--- src/rtl/pfde_pkg.sv ---
package pfde_pkg;

   // Result streams
   localparam logic [1:0] STREAM_PAGE     = 2'd0;
   localparam logic [1:0] STREAM_MASK     = 2'd1;
   localparam logic [1:0] STREAM_SPARSE   = 2'd2;
   localparam logic [1:0] STREAM_PRESENCE = 2'd3;

   // Register map, indexed by csr_paddr[2]
   localparam int         CSR_ADDR_W      = 3;
   localparam logic       REG_FRAME_WIDTH = 1'b0;
   localparam logic       REG_PAGE_ROWS   = 1'b1;
   localparam logic [7:0] FRAME_WIDTH_RST = 8'd128;
   localparam logic [3:0] PAGE_ROWS_RST   = 4'd8;

   // Result queue sizing
   localparam int MAX_RESULTS = 4;
   localparam int RCNT_W      = 3;
   localparam int QUEUE_DEPTH = 8;
   localparam int QPTR_W      = 3;
   localparam int QCNT_W      = 4;

   typedef struct packed {
      logic [1:0] stream;
      logic [7:0] value;
      logic       last;
   } result_type;

   typedef struct packed {
      logic [RCNT_W-1:0]                count;
      result_type [MAX_RESULTS-1:0]     entry;
   } push_type;

endpackage

--- src/rtl/pfde_out_queue.sv ---
module pfde_out_queue
   import pfde_pkg::*;
(
   input  logic       clock,
   input  logic       reset,
   input  push_type   push,
   output logic       room,
   output logic       rsp_valid,
   input  logic       rsp_ready,
   output logic [1:0] rsp_stream,
   output logic [7:0] rsp_value,
   output logic       rsp_last
);

   localparam logic [QCNT_W-1:0] ROOM_LIMIT = QCNT_W'(QUEUE_DEPTH - MAX_RESULTS);

   result_type        q_ff [QUEUE_DEPTH];
   logic [QPTR_W-1:0] wr_ptr_ff, wr_ptr_in;
   logic [QPTR_W-1:0] rd_ptr_ff, rd_ptr_in;
   logic [QCNT_W-1:0] count_ff, count_in;
   logic              pop;

   assign room       = (count_ff <= ROOM_LIMIT);
   assign rsp_valid  = (count_ff != '0);
   assign pop        = rsp_valid && rsp_ready;
   assign rsp_stream = q_ff[rd_ptr_ff].stream;
   assign rsp_value  = q_ff[rd_ptr_ff].value;
   assign rsp_last   = q_ff[rd_ptr_ff].last;

   always_comb begin
      wr_ptr_in = wr_ptr_ff + QPTR_W'(push.count);
      rd_ptr_in = rd_ptr_ff + QPTR_W'(pop);
      count_in  = count_ff + QCNT_W'(push.count) - QCNT_W'(pop);
   end

   always_ff @(posedge clock) begin
      if (reset) begin
         wr_ptr_ff <= '0;
         rd_ptr_ff <= '0;
         count_ff  <= '0;
      end else begin
         wr_ptr_ff <= wr_ptr_in;
         rd_ptr_ff <= rd_ptr_in;
         count_ff  <= count_in;
      end
   end

   // Append up to four words in the same cycle
   always_ff @(posedge clock) begin
      for (int k = 0; k < MAX_RESULTS; k++) begin
         if (RCNT_W'(k) < push.count) begin
            q_ff[wr_ptr_ff + QPTR_W'(k)] <= push.entry[k];
         end
      end
   end

endmodule

--- config.mk ---
export PLATFORM = sky130hd
export DESIGN_NAME = pfde_out_queue
export DESIGN_NICKNAME = d
export VERILOG_FILES = /design/src/rtl/pfde_pkg.sv /design/src/rtl/pfde_out_queue.sv
export SDC_FILE = /design/constraint.sdc
export NUM_CORES = 1
export LEC_CHECK = 0
export BUFFER_PORTS_ARGS = -buffer_cell sky130_fd_sc_hd__buf_2
export CORE_MARGIN = 1.5
export CORE_UTILIZATION = 61
export DETAILED_ROUTE_END_ITERATION = 10
export GPL_TIMING_DRIVEN = 0
export PLACE_DENSITY = 0.82
export SLEW_MARGIN = 10
export SYNTH_ARGS = -nofsm -noshare
export SYNTH_HDL_FRONTEND = slang
export SYNTH_SLANG_ARGS = --single-unit
--- constraint.sdc ---
create_clock -name clock -period 2.72 [get_ports clock]
set_input_delay 0.272 -clock clock [delete_from_list [all_inputs] [get_ports clock]]
set_output_delay 0.272 -clock clock [all_outputs]
set_load 0.02 [all_outputs]
== Yosys cells after proc, flatten, opt, wreduce, memory -nomap -nowiden ==
Memory sizes are Yosys's and may differ from the RTL's. A register that Yosys moved wholly into a read port is not among the register bits.
Index checks and enable logic that the tools add are counted.
Word-level totals
  output and inout port bits: 13
  word-level logic and storage cells: 27
  RAM bits: 88
  input bits: 50
  bits in registers: 10
  memories kept: 1
Cells by class
  magnitude comparators: 5
  reductions and logical operators: 2
  muxes and demuxes: 9
  add/sub/neg operators: 7
Memory list
  q_ff: depth 8, width 11, read ports 1, clocked after Yosys merged registers in 1, write ports 4, line pfde_out_queue.sv:17  | result_type q_ff [QUEUE_DEPTH];
Operators by type and width (count)
  $mux W1: 8
  $add A3 B2 Y3 const B: 2
  $lt A1 B3 Y1 const A: 2
  $lt A2 B3 Y1 const A: 2
  $add A4 B3 Y4: 1
  $le A4 B3 Y1 const B: 1
  $reduce_bool A4 Y1: 1
  $sub A4 B1 Y4: 1
  $add A3 B1 Y3: 1
  $add A3 B1 Y3 const B: 1
  $add A3 B3 Y3: 1
  $mux W3: 1
  $logic_and A1 B1 Y1: 1

== Longest topological paths before layout ==
Gate-level depths: netlist of the first run.
  depth after elaboration: 4
  mapped depth: 9
  depth with buffers taken out: 9

== Worst setup path before layout of the first run ==
Ideal clock, no wire load.
  kind: register to register
  from: register wr_ptr_ff[1]
  to: memory q_ff[0][0] (netlist bit), enable pin
  data required time: 2.337 ns
  period minus slack after synthesis: 2.493 ns
  data arrival time: 2.110 ns
  cell stages (with the launch flop): 9
  setup time: 0.383 ns
  path buffers: 3
  path slack: 0.227 ns
  path through: dfxtp_1 > buf_2 > inv_1 > ha_1 > clkbuf_4 > nor3_1 > buf_4 > inv_1 > o211ai_1
RTL lines
  start, declared: line pfde_out_queue.sv:18  | logic [QPTR_W-1:0] wr_ptr_ff, wr_ptr_in;
  start signal, assigned: line pfde_out_queue.sv:42  | wr_ptr_ff <= wr_ptr_in;
  end, declared: line pfde_out_queue.sv:17

==> results of run 1 <==
[repair_timing]
item	4_1_cts	5_1_grt
setup buffers	8	4
setup endpoints to repair	102	125
pin swaps	5	2
hold endpoints to repair	0	0
gates resized for setup	10	20
[cell type report]
cell class / count / share of cell area
flip-flops and latches: 98 / 0.3800
inverters: 28 / 0.01455
well taps: 140 / 0.02342
clock inverters: 2 / 0.001840
plain buffers: 73 / 0.05536
multi-input cells: 440 / 0.4635
repair buffers: 49 / 0.04231
clock buffers: 14 / 0.01907
[kinds of logic (layout without fill, tap and decap cells)]
logic type      after synthesis  count (layout)  synth area share
flops                        98              98            0.4218
buf+inv                     102             166           0.07388
mux                          89              89            0.1758
fa+ha+maj                    14              14           0.02784
simple gates                149             149            0.1095
compound gates              177             177            0.1702
xor+xnor                     11              11           0.02098
[worst paths after layout]
| check | startpoint | endpoint | slack (ns) | cells after the start |
|---|---|---|---|---|
| max | wr_ptr_ff[1] | q_ff[6][6] | 0.04 | 9 |
| min reg2reg | count_ff[3] | count_ff[3] | 0.67 | 3 |
| min | push[43] | q_ff[7][10] | 0.25 | 3 |
| max reg2reg | wr_ptr_ff[1] | q_ff[6][6] | 0.04 | 9 |
[layer usage]
metal  GRT usage  part of all wire  vias up  routed length (µm)
li1            -                 -     2555                   -
met1      0.5104              0.35     2910                8163
met2      0.6438              0.47      539               10890
met3     0.09283              0.12      109                2738
met4      0.2509             0.060        2                1396
met5           0           0.00056        -                  13
[state kept, by name (all words and copies together), names as in the netlist]
register and flops:
count_ff 4, q_ff 88, rd_ptr_ff 3, wr_ptr_ff 3
[worst max-delay path: cells and delay by family, from the launching register on]
kind	cells	cell delay, ns
buf+inv	4	0.79
compound gates	2	0.39
fa+ha+maj	1	0.36
flops	1	0.35
simple gates	1	0.27
mux	1	0.26
[metrics by stage]
| step | util | TNS, ns | std cells | cell area, µm² |
|---|---|---|---|---|
| 3_5_place_dp | 0.6611 | -18.44 | 817 | 7136 |
| 6_report | 0.6931 | 0 | 844 | 7481 |
| 2_1_floorplan | - | 0 | 640 | 6740 |
| 4_1_cts | 0.6855 | -0.008444 | 840 | 7398 |
| 5_1_grt | 0.6931 | 0 | 844 | 7481 |
| 3_3_place_gp | 0.6546 | -37.40 | 810 | 7066 |
[placed cells by master, fill, tap and decap left out, types with 26 or more instances in the layout]
cell type | Yosys | final
sky130_fd_sc_hd__nand2_1 | 70 | 70
sky130_fd_sc_hd__a21oi_1 | 34 | 34
sky130_fd_sc_hd__edfxtp_1 | 88 | 88
sky130_fd_sc_hd__buf_2 | 24 | 51
sky130_fd_sc_hd__mux2i_1 | 52 | 52
sky130_fd_sc_hd__nor2_1 | 34 | 34
sky130_fd_sc_hd__inv_1 | 27 | 26
sky130_fd_sc_hd__a31oi_1 | 32 | 32
sky130_fd_sc_hd__o22ai_1 | 62 | 62
[power breakdown]
part / internal (µW) / switching [µW]
logic: 1210 / 1720
registers: 2190 / 142
clock network: 336 / 524
total: 3740 / 2390
==> impl_summary.md, run 1 <==
Clock network
The TritonCTS buffer count is 9. The clock root buffer master is sky130_fd_sc_hd__clkbuf_8. No sink is reached through more buffers than the 2 on the longest clock path.

The insertion delay to the later sink of the worst-skew pair is 0.40 ns. TritonCTS built the clock tree. Hold repair after CTS inserted 0 buffers. The clock net in this run drives a total of 98 sinks.

The H-tree was split into 3 levels. Clock-pin slew was measured on the worst setup and hold paths at 0.10 ns.

Power and ir drop
The overall power consumption is 6128 µW. The total leakage power is 0.002787 µW. The total power density per cell area is 819.2 nW/µm². The worst IR drop on VDD is 469.7 µV.

Setup path
The class of the most critical setup path is reg -> reg. STA classifies the critical path startpoint as a register. The required arrival time at the worst endpoint is 2.86 ns. STA puts the critical path data arrival time at 2.82 ns. The critical path goes through buf_4 -> clkinvlp_4 -> ha_2 -> buf_6 -> o211ai_1 -> nor2_1 -> buf_4 -> mux2i_1 -> a21oi_1. Counting stages on the worst path, the most repeated cell is sky130_fd_sc_hd__buf_4. The largest driver fanout on the critical path is 10. The cell at the slowest stage of the critical path is sky130_fd_sc_hd__ha_2. The kind of capture point of the worst setup path is a register. On the worst path, the slowest cell contributes a delay of 0.36 ns.

Logic synthesis
Synthesis instantiated 55 different standard cells from the library. The most used flip-flop cell after synthesis is sky130_fd_sc_hd__edfxtp_1. During synthesis, Yosys emitted a total of 0 warnings. The number of nets produced by synthesis is 703. By area the synthesized netlist is led by sky130_fd_sc_hd__edfxtp_1 39%, sky130_fd_sc_hd__mux2i_1 7.7%, sky130_fd_sc_hd__mux4_2 7.4%, sky130_fd_sc_hd__o22ai_1 5.8%, sky130_fd_sc_hd__nand2_1 3.9%. The share of synthesized area in the top cell type comes to 0.3921.

The summed instance area of the synthesized netlist is 6740 µm². Of the synthesized area, sequential elements account for 0.4218. The leading area contributor after synthesis is sky130_fd_sc_hd__edfxtp_1. The synthesized flop and latch total is 98. The commonest cells after synthesis are 88 x sky130_fd_sc_hd__edfxtp_1, 70 x sky130_fd_sc_hd__nand2_1, 62 x sky130_fd_sc_hd__o22ai_1, 52 x sky130_fd_sc_hd__mux2i_1.

In this run, synthesis inferred 88 flip-flops with an integrated enable. The gate count after technology mapping is 640. The leading cell type by number of instances after synthesis is sky130_fd_sc_hd__edfxtp_1. The async set-reset flop share out of synthesis is 0. The mean instance size in the synthesized netlist is 10.53 µm².

Die
The site row count is 38. The boundary pin count is 63. The core region is 10,790 µm². The vertical die dimension is 108.1 µm. The die covers 11,690 µm². The die width is 108.1 µm. For this configuration, the core starts out at a cell density of 0.6245.

Drt
After detailed routing, the number of remaining DRC violations is 0. For this block, the routed nets add up to 23.20 mm of wire. Detailed routing inserted a total of 6,115 vias. In the final routed layout, each cell accounts on average for 27.49 µm.

The detailed router finished its first iteration with 943 violations. The ratio of routed vias to standard cells is 7.245. The number of detailed-route iterations in the first pass is 7. The count of nets left with antenna violations once routing finished came out at 0.

Global route
The pin count of the biggest net entering global routing is 15. Global routing finished with a remaining overflow of 0. For this run, the total global-route usage over all layers was measured as 0.4076. The number of global-route vias before repair was 5,785.

The initial antenna violation count was 1. The first global-routing pass estimated 33.85 mm of wire.

Timing
The number of hold violations in the final report is 0. The timing-limited maximum frequency is 372.9 MHz. The final clock skew is 0.01235 ns. For the pin with the worst max-slew slack, the measured transition is 0.9283 ns. The number of max-slew violations in the final report is 0. The worst path meets setup with 0.03819 ns of slack. The worst hold slack is 0.2476 ns. Setup repair after global routing left no endpoint under its margin. The worst pin sits at a relative slew slack of 0.3778. The portion of the clock cycle consumed by the worst path in the final layout is 0.9860. The number of setup violations in the final report is 0. The shortest clock period the worst path allows after layout is 2.682 ns.

Final layout
Compared with the post-synthesis result, the final layout area differs by 10.99%. The multi-input combinational cells in the finished layout cover a total of 3467 µm². The sequential cells in the finished layout cover a total of 2843 µm². The antenna cell count is 0. After the last flow step, the layout net total stands at 762. The fraction of final layout cells with drive strength greater than 1 is 0.2486.

The layout filler cell count is 838.

Place
During placement, the flow inserted port buffers numbering 30. Routability-driven placement finished with a final weighted congestion of 1.014. The worst slack at placement is -0.4134 ns. Once detailed placement completed, the half-perimeter wirelength came to 16.06 mm.

Flow run
The max-cap violation count is 0.

Status
The flow ran to the end, and the final reports show no timing, DRC or antenna violations.

Hold path
The class of the worst hold path is in -> reg.
Note: power is estimated with default switching activity, not from simulation.
==> run 2, diff against run 1 <==
--- a/config.mk
+++ b/config.mk
@@ -5,9 +5,10 @@
 export SDC_FILE = /design/constraint.sdc
 export NUM_CORES = 1
 export LEC_CHECK = 0
+export ABC_AREA = 1
 export BUFFER_PORTS_ARGS = -buffer_cell sky130_fd_sc_hd__buf_2
 export CORE_MARGIN = 1.5
-export CORE_UTILIZATION = 61
+export CORE_UTILIZATION = 62
 export DETAILED_ROUTE_END_ITERATION = 10
 export GPL_TIMING_DRIVEN = 0
 export PLACE_DENSITY = 0.82
==> run 2 against run 1 <==
Compared with the run above: first-iteration DRC count grew 35%; die area grew 13%; synthesized cell count grew 84%; fmax grew 0.60%; final cell count grew 66%; critical path type is now reg -> out; highest routed layer is now met4.
==> impl_summary.md, run 2 <==
Clock network
The hold-fix buffer count after cts came to 0 (unchanged). The number of buffers on the longest clock path is 2 (unchanged). The clock root buffer master is sky130_fd_sc_hd__clkbuf_16 (was sky130_fd_sc_hd__clkbuf_8).

The CTS sink count is 98 (unchanged). The clock-pin slew of the registers on the worst-case setup and hold paths came to 0.07 ns (was 0.10 ns). The insertion delay to the later sink of the worst-skew pair is 0.37 ns (was 0.40 ns).

The TritonCTS buffer count is 9 (unchanged). The CTS H-tree depth is 3 (unchanged). The clock tree from TritonCTS is done (unchanged).

Final layout
The number of flip-flops in the largest register is 88 (unchanged). The register cell area after layout is 2843 µm² (unchanged). The layout net count is 1,287 (was 762). The layout filler cell count is 1,094 (was 838). The final non-filler cell total was 1,397 (was 844).

The multi-input combinational cell area is 3939 µm² (was 3467 µm²). The antenna cell count is 0 (unchanged). The final standard cell utilization of the core is 0.6974 (was 0.6931). Most frequent cells in the layout: 500 x sky130_fd_sc_hd__nand2_1, 130 x sky130_fd_sc_hd__inv_1, 91 x sky130_fd_sc_hd__nand3_1 (was 88 x sky130_fd_sc_hd__edfxtp_1, 70 x sky130_fd_sc_hd__nand2_1, 62 x sky130_fd_sc_hd__o22ai_1). The design area is 8447 µm² (was 7481 µm²). The fraction of final layout cells with drive strength greater than 1 is 0.1155 (was 0.2486). Leading registers by flop count: q_ff x88, count_ff x4 (unchanged). The most flop-heavy register is q_ff (unchanged).

The leading cell type in the layout, fill and taps excluded is sky130_fd_sc_hd__nand2_1 (was sky130_fd_sc_hd__edfxtp_1). The layout overhead on the synthesized area came to 8.712% (was 10.99%).

Timing
The portion of the clock cycle consumed by the worst path in the final layout was 0.9801 (was 0.9860). The final clock skew is 0.007083 ns (was 0.01235 ns). The minimum setup slack in the final design came to 0.05417 ns (was 0.03819 ns). The timing-limited maximum frequency is 375.1 MHz (was 372.9 MHz). The number of setup violations in the final report was 0 (unchanged).

The number of max-slew violations in the final report is 0 (unchanged). The normalized max-slew margin is 0.4499 (was 0.3778). The actual slew at the worst max-slew pin is 0.8251 ns (was 0.9283 ns).

Setup repair after global routing missed its margin: false (unchanged). The number of hold violations in the final report is 0 (unchanged). The worst hold slack is 0.2682 ns (was 0.2476 ns). The shortest clock period the worst path allows after layout was 2.666 ns (was 2.682 ns).

Logic synthesis
The number of flops mapped to enable cells by yosys is 88 (unchanged). The mean instance size in the synthesized netlist is 6.585 µm² (was 10.53 µm²). The count of different cell masters after synthesis was 39 (was 55). The number of nets produced by synthesis is 1,243 (was 703). The dominant synthesized flop cell is sky130_fd_sc_hd__edfxtp_1 (unchanged).

The async set-reset flop share out of synthesis came to 0 (unchanged). The leading cell type by number of instances after synthesis is sky130_fd_sc_hd__nand2_1 (was sky130_fd_sc_hd__edfxtp_1). The top-area cell type share of the netlist area is 0.3401 (was 0.3921).

The sequential element share of the synthesized area was 0.3659 (was 0.4218). The gate count after technology mapping came to 1,180 (was 640). The leading area contributor after synthesis is sky130_fd_sc_hd__edfxtp_1 (unchanged). The summed instance area of the synthesized netlist was 7770 µm² (was 6740 µm²).

The Yosys warning count is 0 (unchanged). Most frequent cells after synthesis: 500 x sky130_fd_sc_hd__nand2_1, 130 x sky130_fd_sc_hd__inv_1, 92 x sky130_fd_sc_hd__nand3_1, 89 x sky130_fd_sc_hd__o21ai_0, 88 x sky130_fd_sc_hd__edfxtp_1 (was 88 x sky130_fd_sc_hd__edfxtp_1, 70 x sky130_fd_sc_hd__nand2_1, 62 x sky130_fd_sc_hd__o22ai_1, 52 x sky130_fd_sc_hd__mux2i_1). Top cells by area in the synthesized netlist: sky130_fd_sc_hd__edfxtp_1 34%, sky130_fd_sc_hd__nand2_1 24%, sky130_fd_sc_hd__inv_1 6.3%, sky130_fd_sc_hd__nand3_1 5.9%, sky130_fd_sc_hd__o21ai_0 5.7% (was sky130_fd_sc_hd__edfxtp_1 39%, sky130_fd_sc_hd__mux2i_1 7.7%, sky130_fd_sc_hd__mux4_2 7.4%, sky130_fd_sc_hd__o22ai_1 5.8%, sky130_fd_sc_hd__nand2_1 3.9%). The synthesized flop and latch total is 98 (unchanged).

Die
The core outline area is 12,110 µm² (was 10,790 µm²). The boundary pin count is 63 (unchanged). The area enclosed by the die boundary came to 13,210 µm² (was 11,690 µm²). The vertical die dimension is 114.9 µm (was 108.1 µm). The starting utilization of the core area is 0.6415 (was 0.6245).

The site row count was 40 (was 38). The die width was 114.9 µm (was 108.1 µm).

Power and ir drop
The total power density per cell area is 778.5 nW/µm² (was 819.2 nW/µm²). The total leakage power is 0.003981 µW (was 0.002787 µW). The worst IR drop on VDD is 432.6 µV (was 469.7 µV).

Global route
The global router's overall resource usage came to 0.4094 (was 0.4076). The global-route wire length before repair is 40.07 mm (was 33.85 mm). The number of global-route vias before repair came to 7,274 (was 5,785). The total grt overflow came to 0 (unchanged). The initial antenna violation count is 1 (unchanged). The pin count of the biggest net entering global routing is 19 (was 15).

Place
The count of input and output buffers came to 31 (was 30). The weighted congestion at the end of routability-driven global placement is 1.013 (was 1.014). The placement-stage cell area was 8135 µm² (was 7136 µm²). The post-detailed-placement half-perimeter wirelength is 19.55 mm (was 16.06 mm). The count of placed standard cells including taps is 1,379 (was 817). The worst slack at placement is -0.09614 ns (was -0.4134 ns).

Setup path
The worst reg-to-reg path cell count is 7 (was 9). The dominant cell type by count on the critical path is sky130_fd_sc_hd__buf_2 (was sky130_fd_sc_hd__buf_4). The worst path arrival time was 2.39 ns (was 2.82 ns). The cell at the slowest stage of the critical path was sky130_fd_sc_hd__mux2i_1 (was sky130_fd_sc_hd__ha_2).

The number of gates on the worst path with buffers counted came to 7 (was 9). The class of the most critical setup path is reg -> out (was reg -> reg). The required arrival time at the worst endpoint came to 2.45 ns (was 2.86 ns). The type of origin of the critical path is a register (unchanged). Cells along the critical path: buf_2 -> buf_2 -> mux2i_1 -> o22ai_1 -> nand2_1 -> nand2_1 -> buf_2 (was buf_4 -> clkinvlp_4 -> ha_2 -> buf_6 -> o211ai_1 -> nor2_1 -> buf_4 -> mux2i_1 -> a21oi_1). The kind of capture point of the worst setup path is an output pin (was register).

The combined buffer and inverter count along the critical path came to 3 (was 4). The largest stage delay on the critical path came to 0.53 ns (was 0.36 ns). The largest driver fanout on the critical path is 10 (unchanged).

The category of cells accounting for the largest share of critical-path delay was buffers and inverters (unchanged).

Flow run
The max-cap violation count is 0 (unchanged).

Hold path
The count of cells along the worst hold path is 2 (was 3). The class of the worst hold path is in -> reg (unchanged).

Drt
The number of nets still failing antenna checks after routing was 0 (unchanged). The number of detailed-route iterations in the first pass was 6 (was 7). The ratio of routed vias to standard cells is 5.921 (was 7.245).

The number of vias after detailed routing is 8,271 (was 6,115). The number of remaining DRC errors was 0 (unchanged). The final routed wirelength across all metal layers is 26.30 mm (was 23.20 mm). The initial detailed-routing violation count is 1,271 (was 943). The routed length per instance is 18.83 µm (was 27.49 µm).

Status
Status: finished, final reports clean (unchanged).
[run 2: path summary, 6_finish.rpt]
path	start	to	slack [ns]
min	reset	count_ff[1]	0.27
max reg2reg	wr_ptr_ff[0]	q_ff[5][4]	0.11
max	rd_ptr_ff[0]	rsp_value[1]	0.05
min reg2reg	rd_ptr_ff[0]	rd_ptr_ff[0]	0.59
[run 2: per-stage QoR]
| stage | TNS (ns) | total power, µW |
|---|---|---|
| after floorplan | 0 | 4298 |
| after global placement | -0.6957 | 5129 |
| after detailed placement | -1.045 | 5193 |
| after CTS | 0 | 6449 |
| after global routing | 0 | 6900 |
| final | 0 | 6576 |
[run 2: layout make-up]
class,instances,area share
multi-input combinational,850,0.4663
sequential,98,0.3365
inverter,142,0.06369
buffer,90,0.05481
clock buffer,9,0.02666
tap,168,0.02489
timing repair buffer,33,0.02015
clock inverter,7,0.006962
[run 2: timing repair]
| item | in CTS | in global routing |
|---|---|---|
| setup buffers | 0 | 0 |
| gates resized for setup | 1 | 3 |
| endpoints found under the setup margin | 11 | 13 |
| pin swaps | 0 | 0 |
[run 2: metal layers]
layer / part of all wire / GRT usage / up-vias
li1: - / - / 3827
met1: 0.38 / 0.5494 / 3652
met2: 0.43 / 0.6242 / 681
met3: 0.15 / 0.1170 / 111
met4: 0.043 / 0.1720 / 0
met5: 0 / 0 / -
[run 2: cell families (layout without fill, tap and decap cells)]
kind of cell             Yosys count  in the layout  share of synthesized area
multiplexers                      22             22                    0.02834
buffers and inverters            232            281                     0.1287
AO/OA/AOI/OAI                    144            144                     0.1003
adder cells (fa/ha/maj)           13             13                    0.02287
AND/OR/NAND/NOR                  666            666                     0.3483
flip-flops                        98             98                     0.3659
XOR/XNOR                           5              5                   0.005637
[run 2: where the power goes]
part,switching [µW],total (µW),leakage (µW),internal (µW)
Sequential,127,2330,0.000918,2200
Combinational,2060,2960,0.00292,899
Clock,652,1290,0.000139,638
Total,2840,6580,0.00398,3730
==> run 3, diff against run 2 <==
--- a/config.mk
+++ b/config.mk
@@ -10,7 +10,7 @@
 export CORE_MARGIN = 1.5
 export CORE_UTILIZATION = 62
 export DETAILED_ROUTE_END_ITERATION = 10
-export GPL_TIMING_DRIVEN = 0
+export GPL_TIMING_DRIVEN = 1
 export PLACE_DENSITY = 0.82
 export SLEW_MARGIN = 10
 export SYNTH_ARGS = -nofsm -noshare
==> run 3 against run 2 <==
Compared with the run above: critical endpoint is now q_ff[0][9]; count of clock-buffer cells in the layout rose by 5; setup slack improved by 0.18 ns; final area is 1.2% lower.
==> impl_summary.md, run 3 (synthesized netlist as in run 2, its figures left out) <==
Clock network
The clock-pin slew of the registers on the worst-case setup and hold paths was 0.07 ns (about the same). The insertion delay to the later sink of the worst-skew pair is 0.36 ns (was 0.37 ns). The count of instances resized after the clock tree is built came to 0 (was 1).

The TritonCTS buffer count came to 9 (unchanged). The clock tree from TritonCTS is done (unchanged). The clock root buffer master was sky130_fd_sc_hd__clkbuf_16 (unchanged).

The hold-fix buffer count after cts is 0 (unchanged). The number of buffers on the longest clock path is 2 (unchanged). The CTS sink count is 98 (unchanged). The CTS H-tree depth is 3 (unchanged). The number of setup buffers added after CTS came to 0 (unchanged).

Timing
The total negative slack is 0 ns (unchanged). The actual slew at the worst max-slew pin came to 0.7681 ns (was 0.8251 ns). The final clock skew is 0.009838 ns (was 0.007083 ns). The number of setup violations in the final report is 0 (unchanged). The portion of the clock cycle consumed by the worst path in the final layout is 0.9139 (was 0.9801).

The number of max-slew violations in the final report is 0 (unchanged). The timing-limited maximum frequency is 402.3 MHz (was 375.1 MHz). Setup repair after global routing missed its margin: false (unchanged). The shortest clock period the worst path allows after layout came to 2.486 ns (was 2.666 ns). The number of hold violations in the final report is 0 (unchanged). The normalized max-slew margin is 0.4867 (was 0.4499).

Drt
The initial detailed-routing violation count is 1,352 (was 1,271). The number of nets still failing antenna checks after routing is 0 (unchanged). The number of vias after detailed routing is 8,043 (was 8,271). The final routed wirelength across all metal layers is 27.65 mm (was 26.30 mm).

The number of detailed-route iterations in the first pass is 6 (unchanged). The number of remaining DRC errors is 0 (unchanged). The routed length per instance was 20.21 µm (was 18.83 µm). The ratio of routed vias to standard cells was 5.879 (was 5.921).

Setup path
The worst reg-to-reg path cell count is 8 (was 7). The category of cells accounting for the largest share of critical-path delay is simple AND/OR/NAND/NOR gates (was buffers and inverters). The type of origin of the critical path is a register (unchanged).

The required arrival time at the worst endpoint is 2.77 ns (was 2.45 ns). The worst path arrival time is 2.54 ns (was 2.39 ns). The combined buffer and inverter count along the critical path is 3 (unchanged). Cells along the critical path: inv_4 -> ha_1 -> inv_2 -> nor2_1 -> nand2_1 -> and2_1 -> o211ai_1 -> buf_4 (was buf_2 -> buf_2 -> mux2i_1 -> o22ai_1 -> nand2_1 -> nand2_1 -> buf_2). The largest stage delay on the critical path is 0.50 ns (was 0.53 ns). The largest driver fanout on the critical path is 13 (was 10). The cell at the slowest stage of the critical path was sky130_fd_sc_hd__dfxtp_1 (was sky130_fd_sc_hd__mux2i_1). The kind of capture point of the worst setup path is a register (was output pin). The number of gates on the worst path with buffers counted was 8 (was 7). The class of the most critical setup path is reg -> reg (was reg -> out).

Final layout
The leading cell type in the layout, fill and taps excluded is sky130_fd_sc_hd__nand2_1 (unchanged). Most frequent cells in the layout: 500 x sky130_fd_sc_hd__nand2_1, 130 x sky130_fd_sc_hd__inv_1, 92 x sky130_fd_sc_hd__nand3_1 (was 500 x sky130_fd_sc_hd__nand2_1, 130 x sky130_fd_sc_hd__inv_1, 91 x sky130_fd_sc_hd__nand3_1). The most flop-heavy register was q_ff (unchanged).

The layout filler cell count is 1,056 (was 1,094). Leading registers by flop count: q_ff x88, count_ff x4 (unchanged). The antenna cell count is 0 (unchanged). The number of flip-flops in the largest register is 88 (unchanged). The layout net count is 1,258 (was 1,287). The layout overhead on the synthesized area is 7.359% (was 8.712%).

The design area was 8342 µm² (was 8447 µm²). The fraction of final layout cells with drive strength greater than 1 is 0.1100 (was 0.1155).

Die
The core outline area is 12,110 µm² (unchanged). The boundary pin count is 63 (unchanged). The starting utilization of the core area is 0.6415 (unchanged). The vertical die dimension is 114.9 µm (unchanged). The area enclosed by the die boundary is 13,210 µm² (unchanged). The die width is 114.9 µm (unchanged). The site row count came to 40 (unchanged).

Place
The placement-stage cell area is 8083 µm² (was 8135 µm²). The post-detailed-placement half-perimeter wirelength is 18.27 mm (was 19.55 mm). The weighted congestion at the end of routability-driven global placement is 1.005 (was 1.013). The count of input and output buffers is 62 (was 31).

Power and ir drop
The total power density per cell area was 776.4 nW/µm² (was 778.5 nW/µm²). The overall power consumption is 6477 µW (was 6576 µW). The worst IR drop on VDD is 458.3 µV (was 432.6 µV). The total leakage power is 0.003945 µW (was 0.003981 µW).

Global route
The number of global-route vias before repair is 7,306 (was 7,274). The initial antenna violation count is 0 (was 1). The total grt overflow is 0 (unchanged). The pin count of the biggest net entering global routing was 47 (was 19). The global router's overall resource usage is 0.4276 (was 0.4094).

The global-route wire length before repair is 41.18 mm (was 40.07 mm).

Status
Status: finished, final reports clean (unchanged).

Hold path
The count of cells along the worst hold path was 2 (unchanged). The class of the worst hold path is in -> reg (unchanged).

Flow run
The max-cap violation count came to 0 (unchanged).
## run 3: cell types whose count changed in the layout (fill, tap and decap cells not counted), sizes merged
cell      previous run  this run
clkbuf              34        14
buf                 98        94
inv                143       139
clkinv               5         3
clkinvlp             1         2
## run 3: layout make-up
type | instances | area (µm²) | area share
multi-input cells | 850 | 3928 | 0.4708
flip-flops and latches | 98 | 2844 | 0.3409
repair buffers | 94 | 563.0 | 0.06750
inverters | 142 | 538.0 | 0.06450
clock buffers | 14 | 244.0 | 0.02925
well taps | 168 | 210.2 | 0.02520
clock inverters | 2 | 15.01 | 0.001800
## run 3: path summary, 6_finish.rpt
kind,slack [ns],startpoint,end
setup / recovery,0.23,wr_ptr_ff[0],q_ff[0][9]
hold / removal,0.24,reset,count_ff[1]
setup reg to reg,0.23,wr_ptr_ff[0],q_ff[0][9]
hold reg to reg,0.66,count_ff[3],count_ff[3]
## run 3: per-layer routing
metal,part of all wire,routed length (µm),global-route usage,vias up
met5,0,0,0,-
met4,0.064,1779,0.2477,0
met3,0.16,4398,0.1086,136
met2,0.41,11330,0.6171,613
met1,0.37,10140,0.5840,3535
li1,-,-,-,3759
## run 3: where the power goes
group          internal (µW)  total [µW]  switching (µW)
clock                    624        1200             576
sequential              2200        2330             132
combinational            917        2950            2030
total                   3740        6480            2740
## run 3: per-stage QoR
stage	utilization	cells	setup slack (ns)	hold slack, ns
2_1_floorplan	-	1180	0.5091	0.4575
3_3_place_gp	0.6674	1352	0.4065	0.5930
3_5_place_dp	0.6674	1352	0.3303	0.6016
4_1_cts	0.6887	1368	0.2943	0.2337
5_1_grt	0.6887	1368	0.05842	0.2424
6_report	0.6887	1368	0.2343	0.2363
## run 3: worst reg2reg max path, stage by stage, from the launching register on
cell and delay, ns:
sky130_fd_sc_hd__dfxtp_1 0.50, sky130_fd_sc_hd__inv_4 0.09, sky130_fd_sc_hd__ha_1 0.46, sky130_fd_sc_hd__inv_2 0.15, sky130_fd_sc_hd__nor2_1 0.16, sky130_fd_sc_hd__nand2_1 0.26, sky130_fd_sc_hd__and2_1 0.25, sky130_fd_sc_hd__o211ai_1 0.08
sky130_fd_sc_hd__buf_4 0.22
